**config.mk**
```make
export PLATFORM = sky130hd
export DESIGN_NAME = tsp_div_pipe
export DESIGN_NICKNAME = d
export VERILOG_FILES = /design/src/rtl/core/tsp_pkg.sv /design/src/rtl/core/tsp_div_pipe.sv
export SDC_FILE = /design/constraint.sdc
export NUM_CORES = 2
export LEC_CHECK = 0
export BUFFER_PORTS_ARGS = -buffer_cell sky130_fd_sc_hd__buf_2
export CORE_MARGIN = 5
export CORE_UTILIZATION = 58
export CTS_CLUSTER_SIZE = 24
export DETAILED_ROUTE_END_ITERATION = 10
export GPL_TIMING_DRIVEN = 0
export PLACE_DENSITY_LB_ADDON = 0.3
export SETUP_SLACK_MARGIN = 0.05
export SLEW_MARGIN = 20
export SYNTH_ARGS = -nofsm -noshare
export SYNTH_HDL_FRONTEND = slang
export SYNTH_SLANG_ARGS = --single-unit
```
**constraint.sdc**
```tcl
create_clock -name clk -period 4.4 [get_ports clk]
set_input_delay 0.88 -clock clk [delete_from_list [all_inputs] [get_ports clk]]
set_output_delay 0.88 -clock clk [all_outputs]
set_load 0.02 [all_outputs]
```
**src/rtl/core/tsp_pkg.sv**
```systemverilog
// Shared widths, codes and sideband types of the trapezoidal speed profile unit.
package tsp_pkg;

  localparam int IN_W    = 24;
  localparam int DIF_W   = IN_W + 1;
  localparam int SQ_W    = 2 * DIF_W;
  localparam int ROOT_W  = DIF_W;
  localparam int SPD_W   = 16;
  localparam int FRAC_W  = 17;
  localparam int GAIN_W  = 16;
  localparam int PEAK_W  = 23;
  localparam int MAG_W   = 22;
  localparam int QUO_W   = 22;
  localparam int NUM_W   = 64;
  localparam int DEN_W   = ROOT_W + FRAC_W;
  localparam int FRAC_SH = 16;

  localparam logic [FRAC_W-1:0] FRAC_ONE       = 17'd65536;
  localparam logic [FRAC_W-1:0] TINY_FRAC      = 17'd7;
  localparam logic [FRAC_W-1:0] LOW_ACCEL_FRAC = 17'd3277;

  localparam logic [1:0] CFG_ACCEL_FRAC = 2'd0;
  localparam logic [1:0] CFG_DECEL_FRAC = 2'd1;
  localparam logic [1:0] CFG_PEAK_GAIN  = 2'd2;

  typedef enum logic [1:0] {
    PH_ACCEL  = 2'd0,
    PH_CRUISE = 2'd1,
    PH_DECEL  = 2'd2,
    PH_END    = 2'd3
  } phase_t;

  typedef struct packed {
    logic signed [SPD_W-1:0] v0;
    logic signed [SPD_W-1:0] v1;
    logic                    bad;
  } sq_side_t;

  typedef struct packed {
    logic signed [SPD_W-1:0] base;
    logic                    neg;
    phase_t                  ph;
    logic                    bad;
    logic                    zero;
  } div_side_t;

endpackage

```
**src/rtl/core/tsp_div_pipe.sv**
```systemverilog
// Pipelined restoring divider, one quotient bit per stage, with sideband.
module tsp_div_pipe #(
  parameter int SIDE_W = 21
) (
  input  logic                        clk,
  input  logic                        rst_n,
  input  logic                        en,
  input  logic                        in_vld,
  input  logic [SIDE_W-1:0]           in_side,
  input  logic [tsp_pkg::NUM_W-1:0]   in_num,
  input  logic [tsp_pkg::DEN_W-1:0]   in_den,
  output logic                        out_vld,
  output logic [SIDE_W-1:0]           out_side,
  output logic [tsp_pkg::QUO_W-1:0]   out_quo
);

  localparam int NS = tsp_pkg::QUO_W;
  localparam int W  = tsp_pkg::NUM_W;
  localparam int DW = tsp_pkg::DEN_W;

  logic              v_r    [NS];
  logic [SIDE_W-1:0] side_r [NS];
  logic [W-1:0]      rem_r  [NS];
  logic [DW-1:0]     den_r  [NS];
  logic [NS-1:0]     q_r    [NS];

  for (genvar k = 0; k < NS; k++) begin : g_st
    localparam int B = NS - 1 - k;
    logic              v_i;
    logic [SIDE_W-1:0] side_i;
    logic [W-1:0]      rem_i, dsh;
    logic [DW-1:0]     den_i;
    logic [NS-1:0]     q_i;

    if (k == 0) begin : g_first
      assign v_i    = in_vld;
      assign side_i = in_side;
      assign rem_i  = in_num;
      assign den_i  = in_den;
      assign q_i    = '0;
    end else begin : g_next
      assign v_i    = v_r[k-1];
      assign side_i = side_r[k-1];
      assign rem_i  = rem_r[k-1];
      assign den_i  = den_r[k-1];
      assign q_i    = q_r[k-1];
    end

    assign dsh = W'(den_i) << B;

    always_ff @(posedge clk) begin
      if (!rst_n) begin
        v_r[k] <= 1'b0;
      end else if (en) begin
        v_r[k] <= v_i;
      end
    end

    always_ff @(posedge clk) begin
      if (en) begin
        side_r[k] <= side_i;
        den_r[k]  <= den_i;
        if (rem_i >= dsh) begin
          rem_r[k] <= rem_i - dsh;
          q_r[k]   <= q_i | (NS'(1) << B);
        end else begin
          rem_r[k] <= rem_i;
          q_r[k]   <= q_i;
        end
      end
    end
  end

  assign out_vld  = v_r[NS-1];
  assign out_side = side_r[NS-1];
  assign out_quo  = q_r[NS-1];

endmodule

```
==> Word level (Yosys, flattened, before mapping) <==
Memory sizes are Yosys's and may differ from the RTL's.
Cells that the tools add are included.
{ "totals": {"register_bits": 0, "ramBits": 3300, "out_inout_bits": 44, "mem_count": 5} }
{ "memory_table": {"columns": ["name", "depth", "word_bits", "read_ports", "rd_clocked_by_memory_dff", "wr", "line", "text"], "rows": [
  ["rem_r", 22, 64, 21, 0, 22, "tsp_div_pipe.sv:23", "logic [W-1:0] rem_r [NS];"],
  ["den_r", 22, 42, 21, 0, 22, "tsp_div_pipe.sv:24", "logic [DW-1:0] den_r [NS];"],
  ["q_r", 22, 22, 22, 0, 22, "tsp_div_pipe.sv:25", "logic [NS-1:0] q_r [NS];"],
  ["side_r", 22, 21, 22, 0, 22, "tsp_div_pipe.sv:22", "logic [SIDE_W-1:0] side_r [NS];"],
  ["v_r", 22, 1, 22, 0, 22, "tsp_div_pipe.sv:21", "logic v_r [NS];"]
]} }
{ "op_classes": {"add_sub_neg": 22, "order_cmp": 22, "mux": 203, "bitwise": 66} }
{ "ops": {"columns": ["operator", "n"], "rows": [
  ["64-bit two-way mux", 22],
  ["22-bit two-way mux", 22],
  ["1-bit two-way mux", 159],
  ["1-bit OR", 66],
  ["64-bit by 42-bit greater-or-equal comparator with 1-bit output", 1],
  ["64-bit by 43-bit greater-or-equal comparator with 1-bit output", 1],
  ["64-bit by 44-bit greater-or-equal comparator with 1-bit output", 1],
  ["64-bit by 45-bit greater-or-equal comparator with 1-bit output", 1],
  ["64-bit by 46-bit greater-or-equal comparator with 1-bit output", 1],
  ["64-bit by 47-bit greater-or-equal comparator with 1-bit output", 1],
  ["64-bit by 48-bit greater-or-equal comparator with 1-bit output", 1],
  ["64-bit by 49-bit greater-or-equal comparator with 1-bit output", 1],
  ["64-bit by 50-bit greater-or-equal comparator with 1-bit output", 1],
  ["64-bit by 51-bit greater-or-equal comparator with 1-bit output", 1],
  ["64-bit by 52-bit greater-or-equal comparator with 1-bit output", 1],
  ["64-bit by 53-bit greater-or-equal comparator with 1-bit output", 1],
  ["64-bit by 54-bit greater-or-equal comparator with 1-bit output", 1],
  ["64-bit by 55-bit greater-or-equal comparator with 1-bit output", 1],
  ["64-bit by 56-bit greater-or-equal comparator with 1-bit output", 1],
  ["64-bit by 57-bit greater-or-equal comparator with 1-bit output", 1],
  ["64-bit by 58-bit greater-or-equal comparator with 1-bit output", 1],
  ["64-bit by 59-bit greater-or-equal comparator with 1-bit output", 1],
  ["64-bit by 60-bit greater-or-equal comparator with 1-bit output", 1],
  ["64-bit by 61-bit greater-or-equal comparator with 1-bit output", 1],
  ["24 further kinds", 24]
]} }

==> Logic depth before layout (Yosys ltp) <==
An unclocked memory read counts as a cell.
{ "depth": {"depth_word": 6, "depth_mapped": 17, "ltp_nobuf": 15} }

==> Least setup slack after synthesis <==
OpenSTA, ideal clock, no wires.
{ "synth_path": {"path_kind": "input to register", "start": "input port en", "end": "memory q_r[2][10] (netlist bit) (enable)", "setup_time_ps": 468, "arrival_ps": 4190, "required_time_ps": 3932, "slack_ps": -258, "path_stages": 5, "cell_sequence": "clkbuf_1 -> clkbuf_1 -> clkbuf_1 -> clkbuf_1 -> clkbuf_1"} }
{ "synth_rtl": {"columns": ["item", "line", "text"], "rows": [
  ["from (decl)", "tsp_div_pipe.sv:7", "input logic en,"],
  ["to (decl)", "tsp_div_pipe.sv:25", null]
]} }

==> run_results.csv <==
group,metric,value,unit
run_status,status,"finished, violations left",
run_status,violations,"setup timing",
clock_tree,holdBufCountCts,0,
clock_tree,cts_htree_levels,5,
finish,final_common_cell,"edfxtp_1",
routing,wirelength,439,mm
clock_tree,clock_latency,0.92,ns
routing,avgRoutedWirePerCell,23.8,microns
run,maxCapViolations,0,
routing,vias_per_cell,5.97,
clock_tree,clockBufferDepth,4,
worst_setup_path,path_common_cell,"nand4_1",
routing,dr.pass1.iters,6,
routing,postRouteAntennaNets,0,
timing,post-route-period-util,1.01,
logic_synthesis,synth_edf_count,2962,
logic_synthesis,synth_top_area_frac,0.564,
global_routing,track_usage,0.303,
timing,tns,-0.287,ns
finish,area_growth,12.2,%
pwr,power.total,118,mW
logic_synthesis,ys_ff_latch,2963,
finish,finalNonFillerCells,18500,
timing,hold_viol,0,
worst_setup_path,r2r-start,"rem_r[14][19]$_DFFE_PP_",
clock_tree,clk_pin_slew,0.06,ns
floorplanning,start_util,0.583,
clock_tree,cts_tree,"done",
worst_setup_path,crit_required,5.04,ns
timing,setup_ws,-0.0642,ns
routing,num_vias,110000,
logic_synthesis,synth_xor_area_frac,0.0564,
floorplanning,rows,191,
worst_setup_path,cpPeakStageDelay,0.63,ns
floorplanning,fp.coreArea,271000,sq um
logic_synthesis,synthAdderAreaFrac,0.0759,
logic_synthesis,ys.flop_type,"edfxtp_1",
logic_synthesis,ys_async_sr_fraction,0,
worst_setup_path,critPathSlowestCell,"nand4_1",
finish,drive_above_1_share,0.0858,
worst_setup_path,critical_path_class,"reg2reg",
routing,drt_iter0_markers,7635,
pwr,p_leak,69.3,nW
finish,final_nets,15700,
place,dp_cells,17900,
logic_synthesis,synth_top_family_by_area,"compound AO/OA/AOI/OAI gates",
logic_synthesis,synth_fp_nets,15100,
timing,final-setup-viol-count,6,
pwr,p_per_area,664,nW/um^2
timing,worst_pin_slew,1.09,ns
place,place_area,165000,sq um
finish,multi_input_area,64100,sq um
floorplanning,die_h,532,microns
finish,seqCellArea,89000,sq um
worst_setup_path,cp-start-kind,"register",
clock_tree,cts_made_buffers,317,
floorplanning,die_area,283000,sq um
place,dp_hpwl,335,mm
worst_setup_path,crit_start,"rem_r[14][19]$_DFFE_PP_",
logic_synthesis,synth.area.top_cells,"edfxtp_1, ha_1, o21ai_0",
routing,drc,0,
logic_synthesis,postSynthAreaPerCell,11.2,sq um
timing,drv_slew,0,
timing,fmax,0.224,GHz
timing,rsz0062_at_grt,"yes",
worst_setup_path,arrival,5.10,ns
finish,most-common-layout-cells,"edfxtp_1, nand2_1, inv_1",
floorplanning,io_pins,175,
logic_synthesis,synth-compound-area-share,0.147,
logic_synthesis,synth_cells,14100,
global_routing,grt-ovfl-total,0,
global_routing,antenna_found_initial,7,
hold_path,hp-class,"in2reg",
worst_setup_path,end_kind,"register",
finish,final_area,177000,sq um
logic_synthesis,yosys_warnings,0,
worst_setup_path,crit_family,"simple AND/OR/NAND/NOR gates",
floorplanning,die_w,532,microns
logic_synthesis,synth_top_area_cell,"edfxtp_1",
worst_setup_path,cp_cell_sequence,"ha_1 > nand2_1 > clkinvlp_4 > nand4_1 > nor3_2 > nand4_1 > nand4b_1 > nor2_4 > buf_4 > nor2_2 > o311ai_2 > nor4_2 > xor2_1",
place,place_congestion,0.984,
logic_synthesis,yosys.area_share.simple,0.109,
logic_synthesis,netlist-cell-type-count,97,
place,io_buffer_count,174,
worst_setup_path,worst-path-buf-inv,2,
timing,clock_skew,0.0493,ns
clock_tree,root_buffer,"clkbuf_16",
worst_setup_path,critical_path.max_fanout,6,
timing,period_needed,4.46,ns
global_routing,grt_pass1_vias,116000,
clock_tree,cts_sinks,2963,
global_routing,grt_pass1_wl,660,mm
timing,relSlewSlack,0.263,
logic_synthesis,netlist_area,158000,sq um
timing,holdWs,0.158,ns
logic_synthesis,seq_area_frac_synth,0.564,
pwr,ir_worst_vdd,495,uV
hold_path,min-delay-start,"in_den[19]",
global_routing,grt_start_max_net_pins,155,
finish,fillers,20100,
logic_synthesis,synthMuxAreaShare,0.00801,
==> layer usage <==
layer	GRT usage	part of all wire	up-vias
li1	-	-	52900
met1	0.265	0.30	52500
met2	0.609	0.56	3613
met3	0.0296	0.035	1466
met4	0.253	0.10	0
met5	0	0	-
==> power breakdown <==
group | switching [mW] | internal (mW)
registers | 3.60 | 39.6
clock network | 11.3 | 15.3
logic | 29.0 | 18.7
total | 44.0 | 73.6
==> sequential cells by signal, indices dropped and copies added (netlist names) <==
name,count
side_r,462
v_r,22
den_r,882
q_r,253
rem_r,1344
==> worst register-to-register path: cells and delay by family, from the launching register on <==
kind	cells	cell delay [ns]
AOI/OAI and AO/OA	1	0.19
xor gates and xnor gates	1	0.09
adders and majority gates	1	0.40
buffers and inverters	2	0.40
DFF	1	0.41
and+or+nand+nor	8	2.72
==> final timing paths <==
kind / end / slack, ns / cells after the start
hold reg to reg: side_r[2][28]$_DFFE_PP_ / 0.40 / 0
hold / removal: den_r[0][19]$_DFFE_PP_ / 0.16 / 1
setup / recovery: rem_r[15][53]$_DFFE_PP_ / -0.06 / 13
setup reg to reg: rem_r[15][53]$_DFFE_PP_ / -0.06 / 13
==> cell usage after synthesis, drive strengths merged, types with 80 or more instances <==
| master | count |
|---|---|
| a211oi | 91 |
| nand2b | 141 |
| inv | 1190 |
| o21bai | 153 |
| mux2 | 98 |
| o21a | 108 |
| clkbuf | 425 |
| edfxtp | 2962 |
| a31oi | 106 |
| xnor2 | 542 |
| and3 | 103 |
| a21oi | 1054 |
| nand2 | 1319 |
| o21ai | 1158 |
| nor2 | 693 |
| nor3 | 200 |
| xor2 | 474 |
| or3 | 80 |
| nand4 | 237 |
| a21o | 602 |
| nand3 | 220 |
| nor4 | 143 |
| nor2b | 146 |
| ha | 924 |
==> cell families (layout without fill, tap and decap cells) <==
family          after synthesis  in the layout
compound gates             3773           3773
simple gates               3580           3580
flops                      2963           2963
buf+inv                    1660           2508
xor+xnor                   1016           1016
fa+ha+maj                   945            945
mux                         114            114
other cells                   0             18
==> per-stage QoR <==
stage               utilization  worst slack [ns]
detailed placement        0.608             -3.21
CTS                       0.651           -0.0206
floorplan                     -            0.0723
global placement          0.603            -26.57
finish                    0.654           -0.0642
global route              0.654           -0.0246
==> timing repair <==
| action | CTS | global route |
|---|---|---|
| gates cloned | 4 | 0 |
| gates resized for setup | 322 | 129 |
| setup buffers | 23 | 29 |
| pin swaps | 33 | 31 |
| endpoints found under the setup margin | 2746 | 594 |
==> final cells by class <==
cell class / count / share of cell area
Sequential cell: 2963 / 0.502
Multi-Input combinational cell: 9428 / 0.362
Clock buffer: 377 / 0.0464
Inverter: 1192 / 0.0254
Tap cell: 3570 / 0.0252
Timing Repair Buffer: 287 / 0.0143
Buffer: 452 / 0.0121
Clock inverter: 200 / 0.0115
Antenna cell: 18 / 0.000254
Note: power is estimated with default switching activity, not from simulation.
