$ cat src/rtl/core/tsp_pkg.sv
// Shared widths, codes and sideband types of the trapezoidal speed profile unit.
package tsp_pkg;

  localparam int IN_W    = 24;
  localparam int DIF_W   = IN_W + 1;
  localparam int SQ_W    = 2 * DIF_W;
  localparam int ROOT_W  = DIF_W;
  localparam int SPD_W   = 16;
  localparam int FRAC_W  = 17;
  localparam int GAIN_W  = 16;
  localparam int PEAK_W  = 23;
  localparam int MAG_W   = 22;
  localparam int QUO_W   = 22;
  localparam int NUM_W   = 64;
  localparam int DEN_W   = ROOT_W + FRAC_W;
  localparam int FRAC_SH = 16;

  localparam logic [FRAC_W-1:0] FRAC_ONE       = 17'd65536;
  localparam logic [FRAC_W-1:0] TINY_FRAC      = 17'd7;
  localparam logic [FRAC_W-1:0] LOW_ACCEL_FRAC = 17'd3277;

  localparam logic [1:0] CFG_ACCEL_FRAC = 2'd0;
  localparam logic [1:0] CFG_DECEL_FRAC = 2'd1;
  localparam logic [1:0] CFG_PEAK_GAIN  = 2'd2;

  typedef enum logic [1:0] {
    PH_ACCEL  = 2'd0,
    PH_CRUISE = 2'd1,
    PH_DECEL  = 2'd2,
    PH_END    = 2'd3
  } phase_t;

  typedef struct packed {
    logic signed [SPD_W-1:0] v0;
    logic signed [SPD_W-1:0] v1;
    logic                    bad;
  } sq_side_t;

  typedef struct packed {
    logic signed [SPD_W-1:0] base;
    logic                    neg;
    phase_t                  ph;
    logic                    bad;
    logic                    zero;
  } div_side_t;

endpackage

$ cat src/rtl/core/tsp_sqrt_pipe.sv
// Two pipelined integer square roots, one result bit per stage, with sideband.
module tsp_sqrt_pipe #(
  parameter int SIDE_W = 33
) (
  input  logic                          clk,
  input  logic                          rst_n,
  input  logic                          en,
  input  logic                          in_vld,
  input  logic [SIDE_W-1:0]             in_side,
  input  logic [tsp_pkg::SQ_W-1:0]      in_a,
  input  logic [tsp_pkg::SQ_W-1:0]      in_b,
  output logic                          out_vld,
  output logic [SIDE_W-1:0]             out_side,
  output logic [tsp_pkg::ROOT_W-1:0]    out_ra,
  output logic [tsp_pkg::ROOT_W-1:0]    out_rb
);

  localparam int NS = tsp_pkg::ROOT_W;
  localparam int W  = tsp_pkg::SQ_W;

  logic              v_r    [NS];
  logic [SIDE_W-1:0] side_r [NS];
  logic [W-1:0]      ra_r   [NS];
  logic [W-1:0]      rb_r   [NS];
  logic [NS-1:0]     qa_r   [NS];
  logic [NS-1:0]     qb_r   [NS];

  for (genvar k = 0; k < NS; k++) begin : g_st
    localparam int B = NS - 1 - k;
    logic              v_i;
    logic [SIDE_W-1:0] side_i;
    logic [W-1:0]      ra_i, rb_i, ta, tb;
    logic [NS-1:0]     qa_i, qb_i;

    if (k == 0) begin : g_first
      assign v_i    = in_vld;
      assign side_i = in_side;
      assign ra_i   = in_a;
      assign rb_i   = in_b;
      assign qa_i   = '0;
      assign qb_i   = '0;
    end else begin : g_next
      assign v_i    = v_r[k-1];
      assign side_i = side_r[k-1];
      assign ra_i   = ra_r[k-1];
      assign rb_i   = rb_r[k-1];
      assign qa_i   = qa_r[k-1];
      assign qb_i   = qb_r[k-1];
    end

    // (q + 2^B)^2 - q^2 = q * 2^(B+1) + 2^(2B)
    assign ta = (W'(qa_i) << (B + 1)) | (W'(1) << (2 * B));
    assign tb = (W'(qb_i) << (B + 1)) | (W'(1) << (2 * B));

    always_ff @(posedge clk) begin
      if (!rst_n) begin
        v_r[k] <= 1'b0;
      end else if (en) begin
        v_r[k] <= v_i;
      end
    end

    always_ff @(posedge clk) begin
      if (en) begin
        side_r[k] <= side_i;
        if (ra_i >= ta) begin
          ra_r[k] <= ra_i - ta;
          qa_r[k] <= qa_i | (NS'(1) << B);
        end else begin
          ra_r[k] <= ra_i;
          qa_r[k] <= qa_i;
        end
        if (rb_i >= tb) begin
          rb_r[k] <= rb_i - tb;
          qb_r[k] <= qb_i | (NS'(1) << B);
        end else begin
          rb_r[k] <= rb_i;
          qb_r[k] <= qb_i;
        end
      end
    end
  end

  assign out_vld  = v_r[NS-1];
  assign out_side = side_r[NS-1];
  assign out_ra   = qa_r[NS-1];
  assign out_rb   = qb_r[NS-1];

endmodule

$ cat config.mk
export PLATFORM = sky130hd
export DESIGN_NAME = tsp_sqrt_pipe
export DESIGN_NICKNAME = d
export VERILOG_FILES = /design/src/rtl/core/tsp_pkg.sv /design/src/rtl/core/tsp_sqrt_pipe.sv
export SDC_FILE = /design/constraint.sdc
export NUM_CORES = 2
export LEC_CHECK = 0
export BUFFER_PORTS_ARGS = -buffer_cell sky130_fd_sc_hd__buf_2
export CAP_MARGIN = 30
export CORE_ASPECT_RATIO = 2
export CORE_MARGIN = 2
export CORE_UTILIZATION = 57
export CTS_CLUSTER_SIZE = 8
export DETAILED_ROUTE_END_ITERATION = 7
export PLACE_DENSITY_LB_ADDON = 0.2
export SETUP_SLACK_MARGIN = 0.15
export SKIP_CTS_REPAIR_TIMING = 1
export SYNTH_ARGS = -nofsm -noshare
export SYNTH_HDL_FRONTEND = slang
export SYNTH_MEMORY_MAX_BITS = 65536
export SYNTH_SLANG_ARGS = --single-unit
$ cat constraint.sdc
create_clock -name clk -period 4.3 [get_ports clk]
set_input_delay 0.215 -clock clk [delete_from_list [all_inputs] [get_ports clk]]
set_output_delay 0.215 -clock clk [all_outputs]
set_load 0.01 [all_outputs]
Word level (Yosys, flattened, before mapping)
Memory sizes are Yosys's and may differ from the RTL's.
Cells that the tools add are included.
Storage, ports and cells
  register bits: 0
  bits in latches: 0
  bits in writable memories: 4600
  ROM bits: 0
  bits of input ports: 137
  word-level logic and storage cells: 661
  memories kept: 6
Operators by class
  add/sub/neg operators: 50
  $mul: 0
  divide/modulo/power cells: 0
  $lt $le $gt $ge: 50
  equal/unequal tests: 0
  shifts and indexed selects: 0
  mux-type cells: 430
  bitwise logic cells: 125
  reduce and logical (&&, ||, !) cells: 0
Memories
  ra_r: words 25, width 50, read ports 24, clocked after memory_dff 0, write ports 25, RTL line tsp_sqrt_pipe.sv:23  | logic [W-1:0] ra_r [NS];
  rb_r: words 25, width 50, read ports 24, clocked after memory_dff 0, write ports 25, RTL line tsp_sqrt_pipe.sv:24  | logic [W-1:0] rb_r [NS];
  side_r: words 25, width 33, read ports 25, clocked after memory_dff 0, write ports 25, RTL line tsp_sqrt_pipe.sv:22  | logic [SIDE_W-1:0] side_r [NS];
  qa_r: words 25, width 25, read ports 25, clocked after memory_dff 0, write ports 25, RTL line tsp_sqrt_pipe.sv:25  | logic [NS-1:0] qa_r [NS];
  qb_r: words 25, width 25, read ports 25, clocked after memory_dff 0, write ports 25, RTL line tsp_sqrt_pipe.sv:26  | logic [NS-1:0] qb_r [NS];
  v_r: words 25, width 1, read ports 25, clocked after memory_dff 0, write ports 25, RTL line tsp_sqrt_pipe.sv:21  | logic v_r [NS];
Operators with widths (count)
  50-bit two-way mux: 50
  25-bit two-way mux: 50
  1-bit two-way mux: 330
  1-bit OR: 125
  50-bit by 26-bit greater-or-equal comparator with 1-bit output: 2
  50-bit by 27-bit greater-or-equal comparator with 1-bit output: 2
  50-bit by 28-bit greater-or-equal comparator with 1-bit output: 2
  50-bit by 29-bit greater-or-equal comparator with 1-bit output: 2
  50-bit by 30-bit greater-or-equal comparator with 1-bit output: 2
  50-bit by 31-bit greater-or-equal comparator with 1-bit output: 2
  50-bit by 32-bit greater-or-equal comparator with 1-bit output: 2
  50-bit by 33-bit greater-or-equal comparator with 1-bit output: 2
  50-bit by 34-bit greater-or-equal comparator with 1-bit output: 2
  50-bit by 35-bit greater-or-equal comparator with 1-bit output: 2
  50-bit by 36-bit greater-or-equal comparator with 1-bit output: 2
  50-bit by 37-bit greater-or-equal comparator with 1-bit output: 2
  50-bit by 38-bit greater-or-equal comparator with 1-bit output: 2
  50-bit by 39-bit greater-or-equal comparator with 1-bit output: 2
  50-bit by 40-bit greater-or-equal comparator with 1-bit output: 2
  50-bit by 41-bit greater-or-equal comparator with 1-bit output: 2
  50-bit by 42-bit greater-or-equal comparator with 1-bit output: 2
  50-bit by 43-bit greater-or-equal comparator with 1-bit output: 2
  50-bit by 44-bit greater-or-equal comparator with 1-bit output: 2
  50-bit by 45-bit greater-or-equal comparator with 1-bit output: 2
  other kinds (30): 60

Logic depth before layout (Yosys ltp)
An unclocked memory read counts as a cell.
  word-level depth: 6
  mapped depth: 15
  gate-level depth less buffers: 13

Least setup slack after synthesis
No wires, ideal clock.
  kind: input port to flip-flop
  start: input en
  end: memory qa_r[1][176] (netlist name), enable pin
  arrival: 3.562 ns
  data required time: 3.842 ns
  path slack: 0.280 ns
  stages on the path: 6
  path buffers: 6
  path through: clkbuf_1 -> clkbuf_1 -> clkbuf_1 -> clkbuf_1 -> clkbuf_1 -> clkbuf_1
RTL lines
  from (decl): RTL line tsp_sqrt_pipe.sv:7  | input logic en,
  to (decl): RTL line tsp_sqrt_pipe.sv:25

==> key figures <==
Power
  – Logic gate share of total power: 14.8%
  – Switching share of power: 26.4%
  – Peak supply drop: 485 µV
  – Power density cells: about 530 nW/µm²
  – Sequential fraction of design power: 47.8%
  – Clock power share: 37.4%
  – Switching power: 27600 µW
  – Internal power: 76800 µW
  – Leakage Power: 0.0731 µW

CTS
  – Clock root buffer: clkbuf_16
  – CTS HTree Levels: 6
  – CTS sink cnt: 3900
  – TritonCTS clock tree: yes
  – Clock slew at reported path FFs: 0.05 ns
  – CTS max path bufs: 4
  – Worst skew pair latency: 0.93 ns
  – Num CTS Buffers: 561

Critical path
  – Reg2reg end: rb_r[5][197]$_DFFE_PP_
  – Worst R2R Path Depth: 14
  – WS Path Type: register to register
  – Worst-path fanout max: 6
  – Type of element launching the critical path: register
  – Critical path launch point: qb_r[1][152]$_SDFFCE_PN1P_
  – Crit path capture: rb_r[5][197]$_DFFE_PP_
  – CP Cell Sequence: inv_1 -> ha_1 -> o211ai_1 -> a21oi_1 -> o31a_1 -> nor4_1 -> buf_4 -> o41a_1 -> o21ai_0 -> a21oi_1 -> nand4_1 -> buf_4 -> nor3b_1 -> xor2_1
  – R2R Setup Slk: 0.20 ns
  – WP data arrival: 4.73 ns
  – Max incr delay on CP: 0.54 ns
  – CP endpoint kind: register
  – CP required: 4.93 ns
  – Crit-path slowest cell: nor4_1
  – Reg-to-Reg Start: qb_r[1][152]$_SDFFCE_PN1P_

Yosys
  – Post-Syn Instances: 12300
  – Post-Syn Area: 170000 µm²
  – Number of synthesized flops with an enable pin: about 3900
  – Synth unique cells: around 100
  – Synthesis warning total: 0
  – Sequential area share after synthesis: between 60 and 70%
  – Post-synth top flop: edfxtp_1
  – Top cell type's share of synthesized area: 68.7%
  – Top post-synthesis cells by area: edfxtp_1 (69%), ha_1 (5.1%), xor2_1 (2.9%)
  – Mean post-synth cell area: 13.8 µm²
  – Post-Syn Nets: 13200
  – Largest area contributor in the netlist: edfxtp_1
  – Async set-reset flop share out of synthesis: 0%
  – Number of synthesized register bits: 3900

Layout
  – Reg area: between 100000 and 150000 µm²
  – Synthesis-to-finish area growth: 14.7%
  – Area occupied by multi-input gates: 49300 µm²
  – Share of post-route cells with drive strength above 1: 9.85%
  – Nets: 14200
  – Commonest non-fill, non-tap cell in the layout: edfxtp_1
  – Final core occ: 65.8%
  – Fill count: 20400
  – Most frequent cells in the layout: edfxtp_1 (3899), nand2_1 (912), inv_1 (848)

Place
  – Routability cong.: 0.967
  – I/O Buffers: 220
  – HPWL Detailed: ~280 mm

Timing
  – Clock Skew: about 0.057 ns
  – # setup viols final: 0
  – RSZ-0062 raised after global routing: yes
  – Achievable Freq: roughly 240 MHz
  – WHS: -0.00345 ns
  – Final hold violations: 1
  – Fin crit share: 95.4%
  – Final setup TNS: 0 ns
  – Worst-margin pin slew: 1.06 ns
  – Min Tclk post-route: 4.10 ns
  – Slew HR: 28.6%
  – Final Max Tran Viols: 0

GRT
  – Largest net degree at the start of global routing: 206
  – Gr ovfl total: 0
  – Global-route wire length before repair: 582 mm
  – Initial antenna violation count: 5
  – GRT Util Overall: ~25%
  – Vias in the first global route: roughly 110k

Routing
  – Vias: slightly above 100k
  – Post-DR vias/cell: 5.85
  – DRT Pass-1 Iters: 6
  – DR iter-0 viols: 5494
  – Number of routed nets with antenna violations: 0
  – WL per Instance: 22.9 µm
  – Total wire length: 396 mm
  – Post-route DRC: 0

Floorplanning
  – Die width: 391 µm
  – Row count: 283
  – Die Ht: ~800 µm
  – Starting Density: between 50 and 60%
  – Core outline area: 297000 µm²
  – Io pins: roughly 220
  – Die area: a little over 300000 µm²

Outcome
  – Status: finished, violations left
  – Failing checks: hold timing

Run
  – MaxCap Viol Count: 0

Min path
  – Hold/Removal Path Class: input pin to register
## worst max-delay path, delay by kind of cell, from the launching register on
| kind | cells | cell delay, ns |
|---|---|---|
| AOI/OAI and AO/OA | 6 | 1.44 |
| xor gates and xnor gates | 1 | 0.10 |
| adders and majority gates | 1 | 0.36 |
| buffers and inverters | 3 | 0.49 |
| DFF | 1 | 0.48 |
| and+or+nand+nor | 3 | 0.97 |
## worst min path at each step
| stage | startpoint | end | slack [ns] | depth (start not counted) |
|---|---|---|---|---|
| finish | in_side[15] | side_r[0][15]$_DFFE_PP_ | -0.003 | 2 |
| global route | in_side[15] | side_r[0][15]$_DFFE_PP_ | -0.02 | 2 |
| CTS | in_side[20] | side_r[0][20]$_DFFE_PP_ | -0.61 | 1 |
| detailed placement | in_side[13] | side_r[0][13]$_DFFE_PP_ | 0.39 | 1 |
| global placement | in_side[26] | side_r[0][26]$_DFFE_PP_ | 0.39 | 1 |
| floorplan | in_a[0] | ra_r[0][0]$_DFFE_PP_ | 0.31 | 0 |
## cell usage after synthesis, types with 101 or more instances
master	count
nor3_1	360
edfxtp_1	3899
o21a_1	123
a21o_1	221
nand2_1	912
xnor2_1	486
nor2b_1	101
xor2_1	559
a21oi_1	530
nor2_1	646
inv_1	848
nand2b_1	150
or3_1	119
nor4_1	400
clkbuf_1	232
nand3_1	166
ha_1	694
o21ai_0	696
nand4_1	178
## kinds of logic (layout without fill, tap and decap cells)
| logic type | Yosys count | count (layout) | synth area share, % |
|---|---|---|---|
| xor gates and xnor gates | 1046 | 1046 | 5.38 |
| adders and majority gates | 694 | 694 | 5.10 |
| other | 0 | 2 | 0 |
| DFF | 3900 | 3900 | 68.8 |
| buffers and inverters | 1100 | 2192 | 2.44 |
| muxes | 73 | 73 | 0.472 |
| and+or+nand+nor | 3492 | 3492 | 10.5 |
| AOI/OAI and AO/OA | 2026 | 2026 | 7.30 |
## flip-flops by register name, indices dropped and copies added (netlist names)
register,count
qa_r,325
ra_r,1200
v_r,25
side_r,825
rb_r,1200
qb_r,325
## per-stage QoR
| stage | total power, µW | area (µm²) | std cells | setup WS (ns) |
|---|---|---|---|---|
| floorplan | 60200 | 170000 | 12300 | 0.280 |
| global placement | 64900 | 178000 | 16400 | 0.0607 |
| detailed placement | 65600 | 178000 | 16400 | -0.00152 |
| CTS | 105000 | 193000 | 17100 | -0.0000799 |
| global route | 108000 | 195000 | 17300 | 0.140 |
| finish | 104000 | 195000 | 17300 | 0.199 |
## per-layer routing
metal	vias up	wire length, µm	GRT usage, %
met3	1380	11100	2.88
met1	49000	110000	18.8
met4	2	37700	21.3
li1	47900	-	-
met2	2640	237000	53.1
met5	-	8	0
## power groups by stage
stage / clock network [µW] / registers [µW] / logic [µW]
finish: 39100 / 49900 / 15500
global route: 41100 / 50200 / 17000
CTS: 39700 / 49800 / 15200
detailed placement: 0 / 50400 / 15100
global placement: 0 / 50200 / 14700
floorplan: 0 / 49400 / 10800
## layout make-up
type | count | share of cell area (%)
antenna | 2 | 0.00256
clock buffer | 575 | 7.29
clock inverter | 49 | 0.483
inverter | 848 | 1.63
multi-input combinational | 7331 | 25.3
sequential | 3900 | 59.9
tap | 3847 | 2.46
timing repair buffer | 720 | 2.93
Note: power is estimated with default switching activity, not from simulation.
